--- src/rtl/chd_pkg.sv ---
`timescale 1ns / 1ps
// ----------------------------------------------------------------------------
// chd_pkg
// Shared types, character codes and the hex digit decoder for the chunked
// body decoder.
// ----------------------------------------------------------------------------
package chd_pkg;

    typedef enum logic [2:0] {
        PH_SIZE     = 3'd0,
        PH_SIZE_CR  = 3'd1,
        PH_DATA     = 3'd2,
        PH_DATA_END = 3'd3,
        PH_DATA_CR  = 3'd4,
        PH_DONE     = 3'd5,
        PH_ERROR    = 3'd6
    } phase_t;

    localparam logic [7:0] CH_CR = 8'h0D;
    localparam logic [7:0] CH_LF = 8'h0A;

    // bits per hex digit of the size field
    localparam int RADIX_BITS = 4;

    typedef struct packed {
        logic [7:0] payload_byte;
        logic       payload_valid;
        logic       chunk_last;
        logic       body_end;
        logic       frame_error;
    } result_t;

    typedef struct packed {
        logic       is_hex;
        logic [3:0] value;
    } hex_digit_t;

    function automatic hex_digit_t hex_decode(input logic [7:0] c);
        hex_digit_t d;
        d.is_hex = 1'b1;
        d.value  = 4'd0;
        if (c >= 8'h30 && c <= 8'h39)
        begin
            d.value = c[3:0];
        end
        else if ((c >= 8'h61 && c <= 8'h66) || (c >= 8'h41 && c <= 8'h46))
        begin
            // 'a'..'f' and 'A'..'F' share the low nibble 1..6
            d.value = c[3:0] + 4'd9;
        end
        else
        begin
            d.is_hex = 1'b0;
        end
        return d;
    endfunction

endpackage

--- src/rtl/http_chunked_body_decoder.sv ---
`timescale 1ns / 1ps
// ----------------------------------------------------------------------------
// http_chunked_body_decoder
// Decodes an HTTP chunked body one byte per cycle while the output is not stalled, one result per byte.
// ----------------------------------------------------------------------------
// Takes one body byte per clock and returns one result per byte; each byte
// is held in the input register until the result register, once free, loads
// its result. A new byte can be taken every cycle; the only thing that holds
// the input back is a result still waiting at the output. Chunk sizes are
// hex, SIZE_BITS wide at most; payload bytes come out with payload_valid,
// chunk_last marks the last one of a chunk. body_end and frame_error stick
// until reset.
module http_chunked_body_decoder #(
    parameter int SIZE_BITS = 32
) (
    input  logic        clk,
    input  logic        rst_n,
    input  logic        data_valid,
    output logic        data_ready,
    input  logic [7:0]  data_byte,
    output logic        result_valid,
    input  logic        result_ready,
    output logic [7:0]  payload_byte,
    output logic        payload_valid,
    output logic        chunk_last,
    output logic        body_end,
    output logic        frame_error
);

    logic               in_valid_reg;
    logic               in_valid_next;
    logic [7:0]         in_byte_reg;
    logic               out_free;
    logic               advance;
    chd_pkg::result_t   step_result;
    chd_pkg::result_t   held_result;

    assign advance       = in_valid_reg && out_free;
    assign data_ready    = !in_valid_reg || out_free;
    assign in_valid_next = (data_valid && data_ready) ? 1'b1
                         : (advance ? 1'b0 : in_valid_reg);

    always_ff @(posedge clk or negedge rst_n)
    begin
        if (!rst_n)
        begin
            in_valid_reg <= 1'b0;
        end
        else
        begin
            in_valid_reg <= in_valid_next;
        end
    end

    always_ff @(posedge clk)
    begin
        if (data_valid && data_ready)
        begin
            in_byte_reg <= data_byte;
        end
    end

    chd_parser #(
        .SIZE_BITS (SIZE_BITS)
    ) u_parser (
        .clk       (clk),
        .rst_n     (rst_n),
        .advance   (advance),
        .data_byte (in_byte_reg),
        .result    (step_result)
    );

    chd_out_reg u_out_reg (
        .clk          (clk),
        .rst_n        (rst_n),
        .load         (advance),
        .result_in    (step_result),
        .free         (out_free),
        .result_valid (result_valid),
        .result_ready (result_ready),
        .result_out   (held_result)
    );

    assign payload_byte  = held_result.payload_byte;
    assign payload_valid = held_result.payload_valid;
    assign chunk_last    = held_result.chunk_last;
    assign body_end      = held_result.body_end;
    assign frame_error   = held_result.frame_error;

endmodule

--- src/rtl/chd_parser.sv ---
`timescale 1ns / 1ps
// ----------------------------------------------------------------------------
// chd_parser
// Chunk framing state machine: size line parsing, payload counting and
// line end checks. Produces the result for the byte in the input register.
// ----------------------------------------------------------------------------
module chd_parser #(
    parameter int SIZE_BITS = 32
) (
    input  logic               clk,
    input  logic               rst_n,
    input  logic               advance,
    input  logic [7:0]         data_byte,
    output chd_pkg::result_t   result
);

    chd_pkg::phase_t        phase_reg;
    chd_pkg::phase_t        phase_next;
    logic [SIZE_BITS-1:0]   size_acc_reg;
    logic [SIZE_BITS-1:0]   size_acc_next;
    logic [SIZE_BITS-1:0]   remaining_reg;
    logic [SIZE_BITS-1:0]   remaining_next;
    logic                   digit_seen_reg;
    logic                   digit_seen_next;

    chd_pkg::hex_digit_t    digit;
    logic                   acc_full;
    logic [SIZE_BITS-1:0]   remaining_dec;

    assign digit    = chd_pkg::hex_decode(data_byte);
    // one more digit would not fit
    assign acc_full = |size_acc_reg[SIZE_BITS-1:SIZE_BITS-chd_pkg::RADIX_BITS];
    assign remaining_dec = (remaining_reg != '0) ? remaining_reg - 1'b1 : '0;

    // next state
    always_comb
    begin
        phase_next      = phase_reg;
        size_acc_next   = size_acc_reg;
        remaining_next  = remaining_reg;
        digit_seen_next = digit_seen_reg;
        unique case (phase_reg)
            chd_pkg::PH_SIZE,
            chd_pkg::PH_SIZE_CR:
            begin
                if (phase_reg == chd_pkg::PH_SIZE && digit.is_hex)
                begin
                    if (acc_full)
                    begin
                        phase_next = chd_pkg::PH_ERROR;
                    end
                    else
                    begin
                        size_acc_next   = {size_acc_reg[SIZE_BITS-chd_pkg::RADIX_BITS-1:0],
                                           digit.value};
                        digit_seen_next = 1'b1;
                    end
                end
                else if (phase_reg == chd_pkg::PH_SIZE && data_byte == chd_pkg::CH_CR)
                begin
                    phase_next = chd_pkg::PH_SIZE_CR;
                end
                else if (data_byte == chd_pkg::CH_LF)
                begin
                    // end of size line
                    if (!digit_seen_reg)
                    begin
                        phase_next    = chd_pkg::PH_SIZE;
                        size_acc_next = '0;
                    end
                    else if (size_acc_reg == '0)
                    begin
                        phase_next = chd_pkg::PH_DONE;
                    end
                    else
                    begin
                        remaining_next  = size_acc_reg;
                        size_acc_next   = '0;
                        digit_seen_next = 1'b0;
                        phase_next      = chd_pkg::PH_DATA;
                    end
                end
                else
                begin
                    phase_next = chd_pkg::PH_ERROR;
                end
            end
            chd_pkg::PH_DATA:
            begin
                remaining_next = remaining_dec;
                if (remaining_dec == '0)
                begin
                    phase_next = chd_pkg::PH_DATA_END;
                end
            end
            chd_pkg::PH_DATA_END,
            chd_pkg::PH_DATA_CR:
            begin
                if (phase_reg == chd_pkg::PH_DATA_END && data_byte == chd_pkg::CH_CR)
                begin
                    phase_next = chd_pkg::PH_DATA_CR;
                end
                else if (data_byte == chd_pkg::CH_LF)
                begin
                    phase_next      = chd_pkg::PH_SIZE;
                    size_acc_next   = '0;
                    digit_seen_next = 1'b0;
                end
                else
                begin
                    phase_next = chd_pkg::PH_ERROR;
                end
            end
            chd_pkg::PH_DONE:
            begin
                phase_next = chd_pkg::PH_DONE;
            end
            default:
            begin
                phase_next = chd_pkg::PH_ERROR;
            end
        endcase
    end

    // outputs
    always_comb
    begin
        result.payload_byte  = 8'd0;
        result.payload_valid = 1'b0;
        result.chunk_last    = 1'b0;
        unique case (phase_reg)
            chd_pkg::PH_DATA:
            begin
                result.payload_byte  = data_byte;
                result.payload_valid = 1'b1;
                result.chunk_last    = (remaining_dec == '0);
            end
            default:
            begin
                result.payload_valid = 1'b0;
            end
        endcase
        result.body_end    = (phase_next == chd_pkg::PH_DONE);
        result.frame_error = (phase_next == chd_pkg::PH_ERROR);
    end

    always_ff @(posedge clk or negedge rst_n)
    begin
        if (!rst_n)
        begin
            phase_reg      <= chd_pkg::PH_SIZE;
            size_acc_reg   <= '0;
            remaining_reg  <= '0;
            digit_seen_reg <= 1'b0;
        end
        else if (advance)
        begin
            phase_reg      <= phase_next;
            size_acc_reg   <= size_acc_next;
            remaining_reg  <= remaining_next;
            digit_seen_reg <= digit_seen_next;
        end
    end

`ifndef ASSERT_OFF
    a_done_sticky: assert property (@(posedge clk) disable iff (!rst_n)
        phase_reg == chd_pkg::PH_DONE |=> phase_reg == chd_pkg::PH_DONE)
        else $error("done phase left");

    a_error_sticky: assert property (@(posedge clk) disable iff (!rst_n)
        phase_reg == chd_pkg::PH_ERROR |=> phase_reg == chd_pkg::PH_ERROR)
        else $error("error phase left");

    a_data_count: assert property (@(posedge clk) disable iff (!rst_n)
        phase_reg == chd_pkg::PH_DATA |-> remaining_reg != '0)
        else $error("payload phase with zero count");

    a_last_ends_data: assert property (@(posedge clk) disable iff (!rst_n)
        advance && result.chunk_last |=> phase_reg == chd_pkg::PH_DATA_END)
        else $error("chunk end did not close payload");
`endif

endmodule

--- src/rtl/chd_out_reg.sv ---
`timescale 1ns / 1ps
// ----------------------------------------------------------------------------
// chd_out_reg
// Result register with valid/ready handshake; frees in the same cycle that
// the held result is taken.
// ----------------------------------------------------------------------------
module chd_out_reg (
    input  logic               clk,
    input  logic               rst_n,
    input  logic               load,
    input  chd_pkg::result_t   result_in,
    output logic               free,
    output logic               result_valid,
    input  logic               result_ready,
    output chd_pkg::result_t   result_out
);

    logic               valid_reg;
    logic               valid_next;
    chd_pkg::result_t   result_reg;

    assign free       = !valid_reg || result_ready;
    assign valid_next = load ? 1'b1 : (result_ready ? 1'b0 : valid_reg);

    always_ff @(posedge clk or negedge rst_n)
    begin
        if (!rst_n)
        begin
            valid_reg <= 1'b0;
        end
        else
        begin
            valid_reg <= valid_next;
        end
    end

    always_ff @(posedge clk)
    begin
        if (load)
        begin
            result_reg <= result_in;
        end
    end

    assign result_valid = valid_reg;
    assign result_out   = result_reg;

`ifndef ASSERT_OFF
    a_no_overwrite: assert property (@(posedge clk) disable iff (!rst_n)
        load |-> free)
        else $error("result overwritten before taken");

    a_hold_stalled: assert property (@(posedge clk) disable iff (!rst_n)
        valid_reg && !result_ready |=> valid_reg && $stable(result_reg))
        else $error("stalled result changed");

    a_flags_exclusive: assert property (@(posedge clk) disable iff (!rst_n)
        valid_reg |-> !(result_reg.body_end && result_reg.frame_error))
        else $error("done and error together");
`endif

endmodule
--- config.mk ---
export PLATFORM = sky130hd
export DESIGN_NAME = http_chunked_body_decoder
export DESIGN_NICKNAME = d
export VERILOG_FILES = /design/src/rtl/chd_pkg.sv /design/src/rtl/http_chunked_body_decoder.sv /design/src/rtl/chd_parser.sv /design/src/rtl/chd_out_reg.sv
export SDC_FILE = /design/constraint.sdc
export NUM_CORES = 1
export LEC_CHECK = 0
export ABC_AREA = 1
export BUFFER_PORTS_ARGS = -buffer_cell sky130_fd_sc_hd__buf_2
export CORE_MARGIN = 4
export CORE_UTILIZATION = 47
export DETAILED_ROUTE_END_ITERATION = 7
export GPL_ROUTABILITY_DRIVEN = 0
export RECOVER_POWER = 50
export SETUP_SLACK_MARGIN = 0.4
export SLEW_MARGIN = 20
export SYNTH_ARGS = -nofsm -noshare
export SYNTH_HDL_FRONTEND = slang
export SYNTH_HIERARCHICAL = 1
export SYNTH_SLANG_ARGS = --single-unit
--- constraint.sdc ---
create_clock -name clk -period 3.8 [get_ports clk]
set_clock_uncertainty 0.2 [all_clocks]
set_input_delay 0.57 -clock clk [delete_from_list [all_inputs] [get_ports clk]]
set_output_delay 0.57 -clock clk [all_outputs]
set_load 0.005 [all_outputs]
==> results of run 1 <==
[metrics by stage]
stage / util (%) / worst slack (ns) / cell area [um^2]
6_report: 53.2 / 0.700 / 6170
2_1_floorplan: - / 1.51 / 5690
5_1_grt: 53.2 / 0.318 / 6170
4_1_cts: 53.3 / 0.708 / 6190
3_3_place_gp: 50.9 / 0.878 / 5910
3_5_place_dp: 50.9 / 0.727 / 5910
[path summary, 6_finish.rpt]
path                                         endpoint  slack (ns)
hold / removal                         in_byte_reg[7]        0.20
setup / recovery            u_parser/size_acc_reg[11]        0.70
setup reg to reg            u_parser/size_acc_reg[11]        0.70
hold reg to reg               u_parser/digit_seen_reg        0.30
min in group asynchronous  u_parser/remaining_reg[20]        0.70
max in group asynchronous   u_parser/size_acc_reg[20]        0.89
[cell usage in the layout, fill, tap and decap left out, types with 6 or more instances in the layout]
cell / count
nand2_1: 214
nor2_1: 118
dfrtp_1: 70
inv_1: 65
o21ai_0: 48
nand3_1: 48
nand2_2: 37
o21ai_2: 31
buf_2: 23
edfxtp_1: 20
a31oi_1: 12
clkbuf_16: 9
nor2_2: 9
nand4_1: 8
o21ai_1: 8
inv_2: 7
o211ai_1: 7
a21oi_1: 6
clkbuf_1: 6
[logic make-up (layout without fill, tap and decap cells)]
logic type      count (synthesis)  after routing  share of synthesized area, %
compound gates                119            119                          13.6
xor+xnor                        2              2                         0.308
fa+ha+maj                       5              5                          1.10
buf+inv                        98            124                          7.67
flops                          90             90                          41.3
simple gates                  455            455                          36.1
[worst register-to-register path, delay by kind of cell, from the launching register on]
family                     cells  cell delay [ns]
and+or+nand+nor                8             1.19
AOI/OAI and AO/OA              2             0.22
buffers and inverters          3             0.73
adders and majority gates      1             0.21
DFF                            1             0.44
[where the power goes]
part	total [W]	leakage, nW	switching, W	internal [W]
clock network	0.000877	0.140	0.000375	0.000502
logic	0.00196	1.54	0.00137	0.000586
registers	0.00149	1.13	0.000267	0.00123
[area by class of cell]
| class | count | area (um^2) | area share [%] |
|---|---|---|---|
| clock inverter | 7 | 60.1 | 0.973 |
| sequential | 90 | 2350 | 38.1 |
| inverter | 74 | 280 | 4.54 |
| tap | 143 | 179 | 2.90 |
| clock buffer | 9 | 225 | 3.65 |
| multi-input combinational | 581 | 2900 | 47.0 |
| timing repair buffer | 34 | 175 | 2.84 |
[per-layer routing]
metal  share of wire [%]  vias up
met2                  43      120
met1                  49     2301
met3                 5.2       28
li1                    -     2534
met4                 2.8        0
met5                   0        -
==> results.ini, run 1 <==
[setup_path]
path_buf_inv=3
path_max_fanout=41
critPathCaptureType=register
worst_ep_arrival_time_ns=3.12
crit_chain=inv_1 > ha_1 > nor2_1 > nand2_1 > nand3_2 > nand2_2 > nand2_2 > clkinv_2 > nand3_4 > a21oi_4 > nand3_4 > buf_4 > nand2_2 > o21ai_2
critPathTopFamily=simple AND/OR/NAND/NOR gates
required_ns=3.82
slowest_delay_ns=0.49
crit_cells=14
critPathLaunch=in_byte_reg[1]
critPathKind=register to register
cpMostUsedCell=nand2_2
reg2regPathDepth=14
cp_slowest_cell=nand3_4
reg2reg_from=in_byte_reg[1]
critPathLaunchType=register

[sta]
worstMarginPinSlew_ns=2.29
period_share_pct=81.6
setup_viol=0
fin_tns_setup_ns=0
timing.hold.ws_ns=0.199
hold_viol=0
slew-limit-headroom_pct=-52.5
rsz0062_at_grt=no
fmax_ghz=0.323
drv_slew=41
fin_crit_ns=3.10

[layout]
finalNonFillerCells=938
drive_gt1_share_pct=18.2
fin_nets=807
area_growth_pct=8.44
diodes=0
n_fill_cell=1168

[global_routing]
grt_pass1_vias=4670
grt_overflow=0
grt_start_max_net_pins=55
grt_pass1_wl_mm=24.4
use_met2_pct=31.6
use_met3_pct=3.56
grtUsageTotal_pct=22.0
grt_antenna_before_repair=0
grt.busiest_layer=met1
grtUsageMet1_pct=32.5

[clocking]
clock_path_buffers=2
cts-root-buf=clkbuf_16
path_clk_slew_ns=0.06
cts.sinks=90
cts_hold_buf=0
cts_tree=done
cts_resized=0
cts_buffers=9
cts_max_level=3
clk_latency_ns=0.35
cts_setup_buffers=0

[logic_synthesis]
synth_commonest_cells=nand2_1, nor2_1, dfrtp_1, inv_1
syn_avg_cell_area_um2=7.40
async_flop_share_pct=77.8
synth.area.top_cells=dfrtp_1, nand2_1, edfxtp_1
ys_types=38
yosys_warnings=6
syn-cell-area_um2=5690
syn_nets=786
synth_flop_cell=dfrtp_1
synth_top_area_share_pct=30.8
post-synth-top-count-cell=nand2_1
syn_inst=769
synth_seq_area_share_pct=41.3
synth-seq-cells=90
synth.largest_area_cell=dfrtp_1
synth_edf_count=20

[pwr]
p_per_area_nw_per_um2=701
finalPower_w=0.00433
ir_worst_vdd_mv=0.255
leakagePower_nw=2.81

[drt]
wirelength_mm=14.8
drc=0
via_count=4983
via_per_inst=5.31
drt_first_pass_iters=5
ant_nets=0
drt_iter0_markers=412
wl_per_cell_um=15.8

[placed_design]
dp.cells=922
hpwl_mm=11.2
port_buffers=25

[die]
start_util_pct=49.0
rows=39
ios=26
core_area_um2=11600
dieHeight_um=118
die_area_um2=13900
die_x_um=118

[hold_path]
hold_class=input port to register
hp-start=data_byte[7]
hold_depth=1

[outcome]
failed_checks=capacitance limit, slew limit
outcome=complete, but fails checks

[run]
cap_violations=1

Power figures use the tool's default switching activity.
==> run 2, diff against run 1 <==
PLACE_DENSITY = 0.66   (was not set)
clock period = 2.6 ns   (was 3.8 ns; I/O delays follow)
==> run 2 against run 1 <==
  * The run now ends clean
  * Fmax rose by 30%
  * Clock power rose by 58%
  * First-iteration DRC count rose by 35%
  * Routed wire length rose by 20%
  * Critical endpoint is now u_parser/remaining_reg[1]
==> results.ini, run 2 (synthesis results as in run 1) <==
[drt]
via_per_inst=5.70  ; was 5.31
drt_first_pass_iters=5  ; unchanged
wl_per_cell_um=17.5  ; was 15.8 um
drc=0  ; unchanged
via_count=5799  ; was 4983
wirelength_mm=17.8  ; was 14.8 mm
ant_nets=0  ; unchanged
drt_iter0_markers=557  ; was 412

[placed_design]
hpwl_mm=10.9  ; was 11.2 mm
port_buffers=25  ; unchanged
dp_slack_ns=-0.134  ; was 0.727 ns
dpl-instance-area_um2=6030  ; was 5910 um^2

[die]
start_util_pct=49.0  ; unchanged
rows=39  ; unchanged
core_area_um2=11600  ; unchanged
dieHeight_um=118  ; unchanged
die_x_um=118  ; unchanged
die_area_um2=13900  ; unchanged
ios=26  ; unchanged

[sta]
setup_viol=0  ; unchanged
hold_viol=0  ; unchanged
timing.hold.ws_ns=0.00742  ; was 0.199 ns
slew-limit-headroom_pct=43.4  ; was -52.5%
worstMarginPinSlew_ns=0.849  ; was 2.29 ns
rsz0062_at_grt=yes  ; was no
fin_crit_ns=2.39  ; was 3.10 ns
finalWorstSetupSlack_ns=0.209  ; was 0.700 ns
drv_slew=0  ; was 41
period_share_pct=92.0  ; was 81.6%
fmax_ghz=0.418  ; was 0.323 GHz

[pwr]
finalPower_w=0.00810  ; was 0.00433 W
ir_worst_vdd_mv=0.415  ; was 0.255 mV
leakagePower_nw=3.38  ; was 2.81 nW
p_per_area_nw_per_um2=1060  ; was 701 nW/um^2

[setup_path]
rr_endpoint=u_parser/remaining_reg[1]  ; was u_parser/size_acc_reg[11]
slowest_delay_ns=0.39  ; was 0.49 ns
critPathLaunch=u_parser/remaining_reg[1]  ; was in_byte_reg[1]
reg2reg_from=u_parser/remaining_reg[1]  ; was in_byte_reg[1]
critPathKind=register to register  ; unchanged
cpMostUsedCell=buf_6  ; was nand2_2
reg2regPathDepth=16  ; was 14
crit_chain=inv_2 > ha_4 > nand2_8 > nor2_8 > nand2_4 > nor2_4 > nor2_2 > nor2_2 > buf_4 > buf_6 > buf_6 > buf_6 > buf_6 > buf_6 > buf_6 > o22ai_2  ; was inv_1 > ha_1 > nor2_1 > nand2_1 > nand3_2 > nand2_2 > nand2_2 > clkinv_2 > nand3_4 > a21oi_4 > nand3_4 > buf_4 > nand2_2 > o21ai_2
reg2reg_slack_ns=0.21  ; was 0.70 ns
worst_ep_arrival_time_ns=2.43  ; was 3.12 ns
critPathCaptureType=register  ; unchanged
cp_slowest_cell=dfrtp_1  ; was nand3_4
path_max_fanout=5  ; was 41
required_ns=2.63  ; was 3.82 ns
critPathLaunchType=register  ; unchanged
crit_path_end=u_parser/remaining_reg[1]  ; was u_parser/size_acc_reg[11]

[layout]
area_growth_pct=34.1  ; was 8.44%
layout_common_cells=nand2_1, nor2_1, inv_1  ; was nand2_1, nor2_1, dfrtp_1
fin_nets=887  ; was 807
final_common_cell=nand2_1  ; unchanged
drive_gt1_share_pct=36.8  ; was 18.2%
stdcell_area_um2=7640  ; was 6170 um^2
diodes=0  ; unchanged

[global_routing]
grt_antenna_before_repair=0  ; unchanged
grt_pass1_vias=5518  ; was 4670
grtUsageTotal_pct=24.0  ; was 22.0%
grt_pass1_wl_mm=27.3  ; was 24.4 mm
grt_start_max_net_pins=33  ; was 55
grt_overflow=0  ; unchanged

[clocking]
path_clk_slew_ns=0.07  ; was 0.06 ns
cts-root-buf=clkbuf_16  ; unchanged
cts_tree=done  ; unchanged
clk_latency_ns=0.36  ; was 0.35 ns
cts.sinks=90  ; unchanged
clock_path_buffers=2  ; unchanged
cts_buffers=9  ; unchanged
cts_max_level=3  ; unchanged

[run]
cap_violations=0  ; was 1

[outcome]
outcome=completed  ; was complete, but fails checks

[hold_path]
hold_class=input port to register  ; unchanged

## run 2: cell count changes in the layout (fill, tap and decap cells not counted), sizes merged
cell / change
dlygate4sd3: +3
clkbuf: +7
clkinvlp: -1
inv: +5
clkinv: -4
nand2: +1
nor2: +1
buf: +68
## run 2: metal layers
metal | vias to the layer above | track usage [%] | share of wire, %
li1 | 2697 | - | -
met1 | 2815 | 29.9 | 41
met5 | - | 0 | 0
met4 | 0 | 10.8 | 3.8
met3 | 62 | 3.46 | 5.1
met2 | 225 | 41.1 | 50
## run 2: worst min path at each step
stage	from	end	slack, ns	cells after the start
detailed placement	rst_n	u_parser/remaining_reg[30]	0.24	1
floorplan	rst_n	in_valid_reg	-0.11	0
global placement	rst_n	u_parser/remaining_reg[30]	0.24	1
CTS	data_byte[2]	in_byte_reg[2]	0.0003	1
global route	data_byte[4]	in_byte_reg[4]	0.003	1
finish	data_byte[7]	in_byte_reg[7]	0.007	1
## run 2: through the flow
step | TNS, ns | std cells | utilization (%)
3_3_place_gp | -0.208 | 931 | 51.9
6_report | 0 | 1018 | 65.8
3_5_place_dp | -0.212 | 931 | 51.9
4_1_cts | 0 | 1004 | 62.2
5_1_grt | 0 | 1018 | 65.8
2_1_floorplan | 0 | 769 | -
## run 2: timing repair
action                                 in CTS  in global routing
setup endpoints to repair                  63                 70
cloned                                      6                  2
hold buffers                                3                  0
gates resized for setup                    93                 95
buffers inserted                           48                 12
endpoints found under the hold margin      25                  0
pin swaps                                  31                 25
## run 2: cell type report
type	count	area [um^2]
tap	143	179
multi-input combinational	583	3460
timing repair buffer	112	1020
clock buffer	9	225
inverter	74	295
fill	921	3980
clock inverter	7	81.3
sequential	90	2370
## run 2: power breakdown
group / switching, W / total [W] / internal, W
combinational: 0.00269 / 0.00448 / 0.00179
clock: 0.000623 / 0.00139 / 0.000765
sequential: 0.000427 / 0.00223 / 0.00181
## run 2: worst max-delay path: cells and delay by family, from the launching register on
kind / cells / cell delay, ns
AO/OA/AOI/OAI: 1 / 0.05
adder cells (fa/ha/maj): 1 / 0.18
buffers and inverters: 8 / 0.73
flip-flops: 1 / 0.39
AND/OR/NAND/NOR: 6 / 0.70
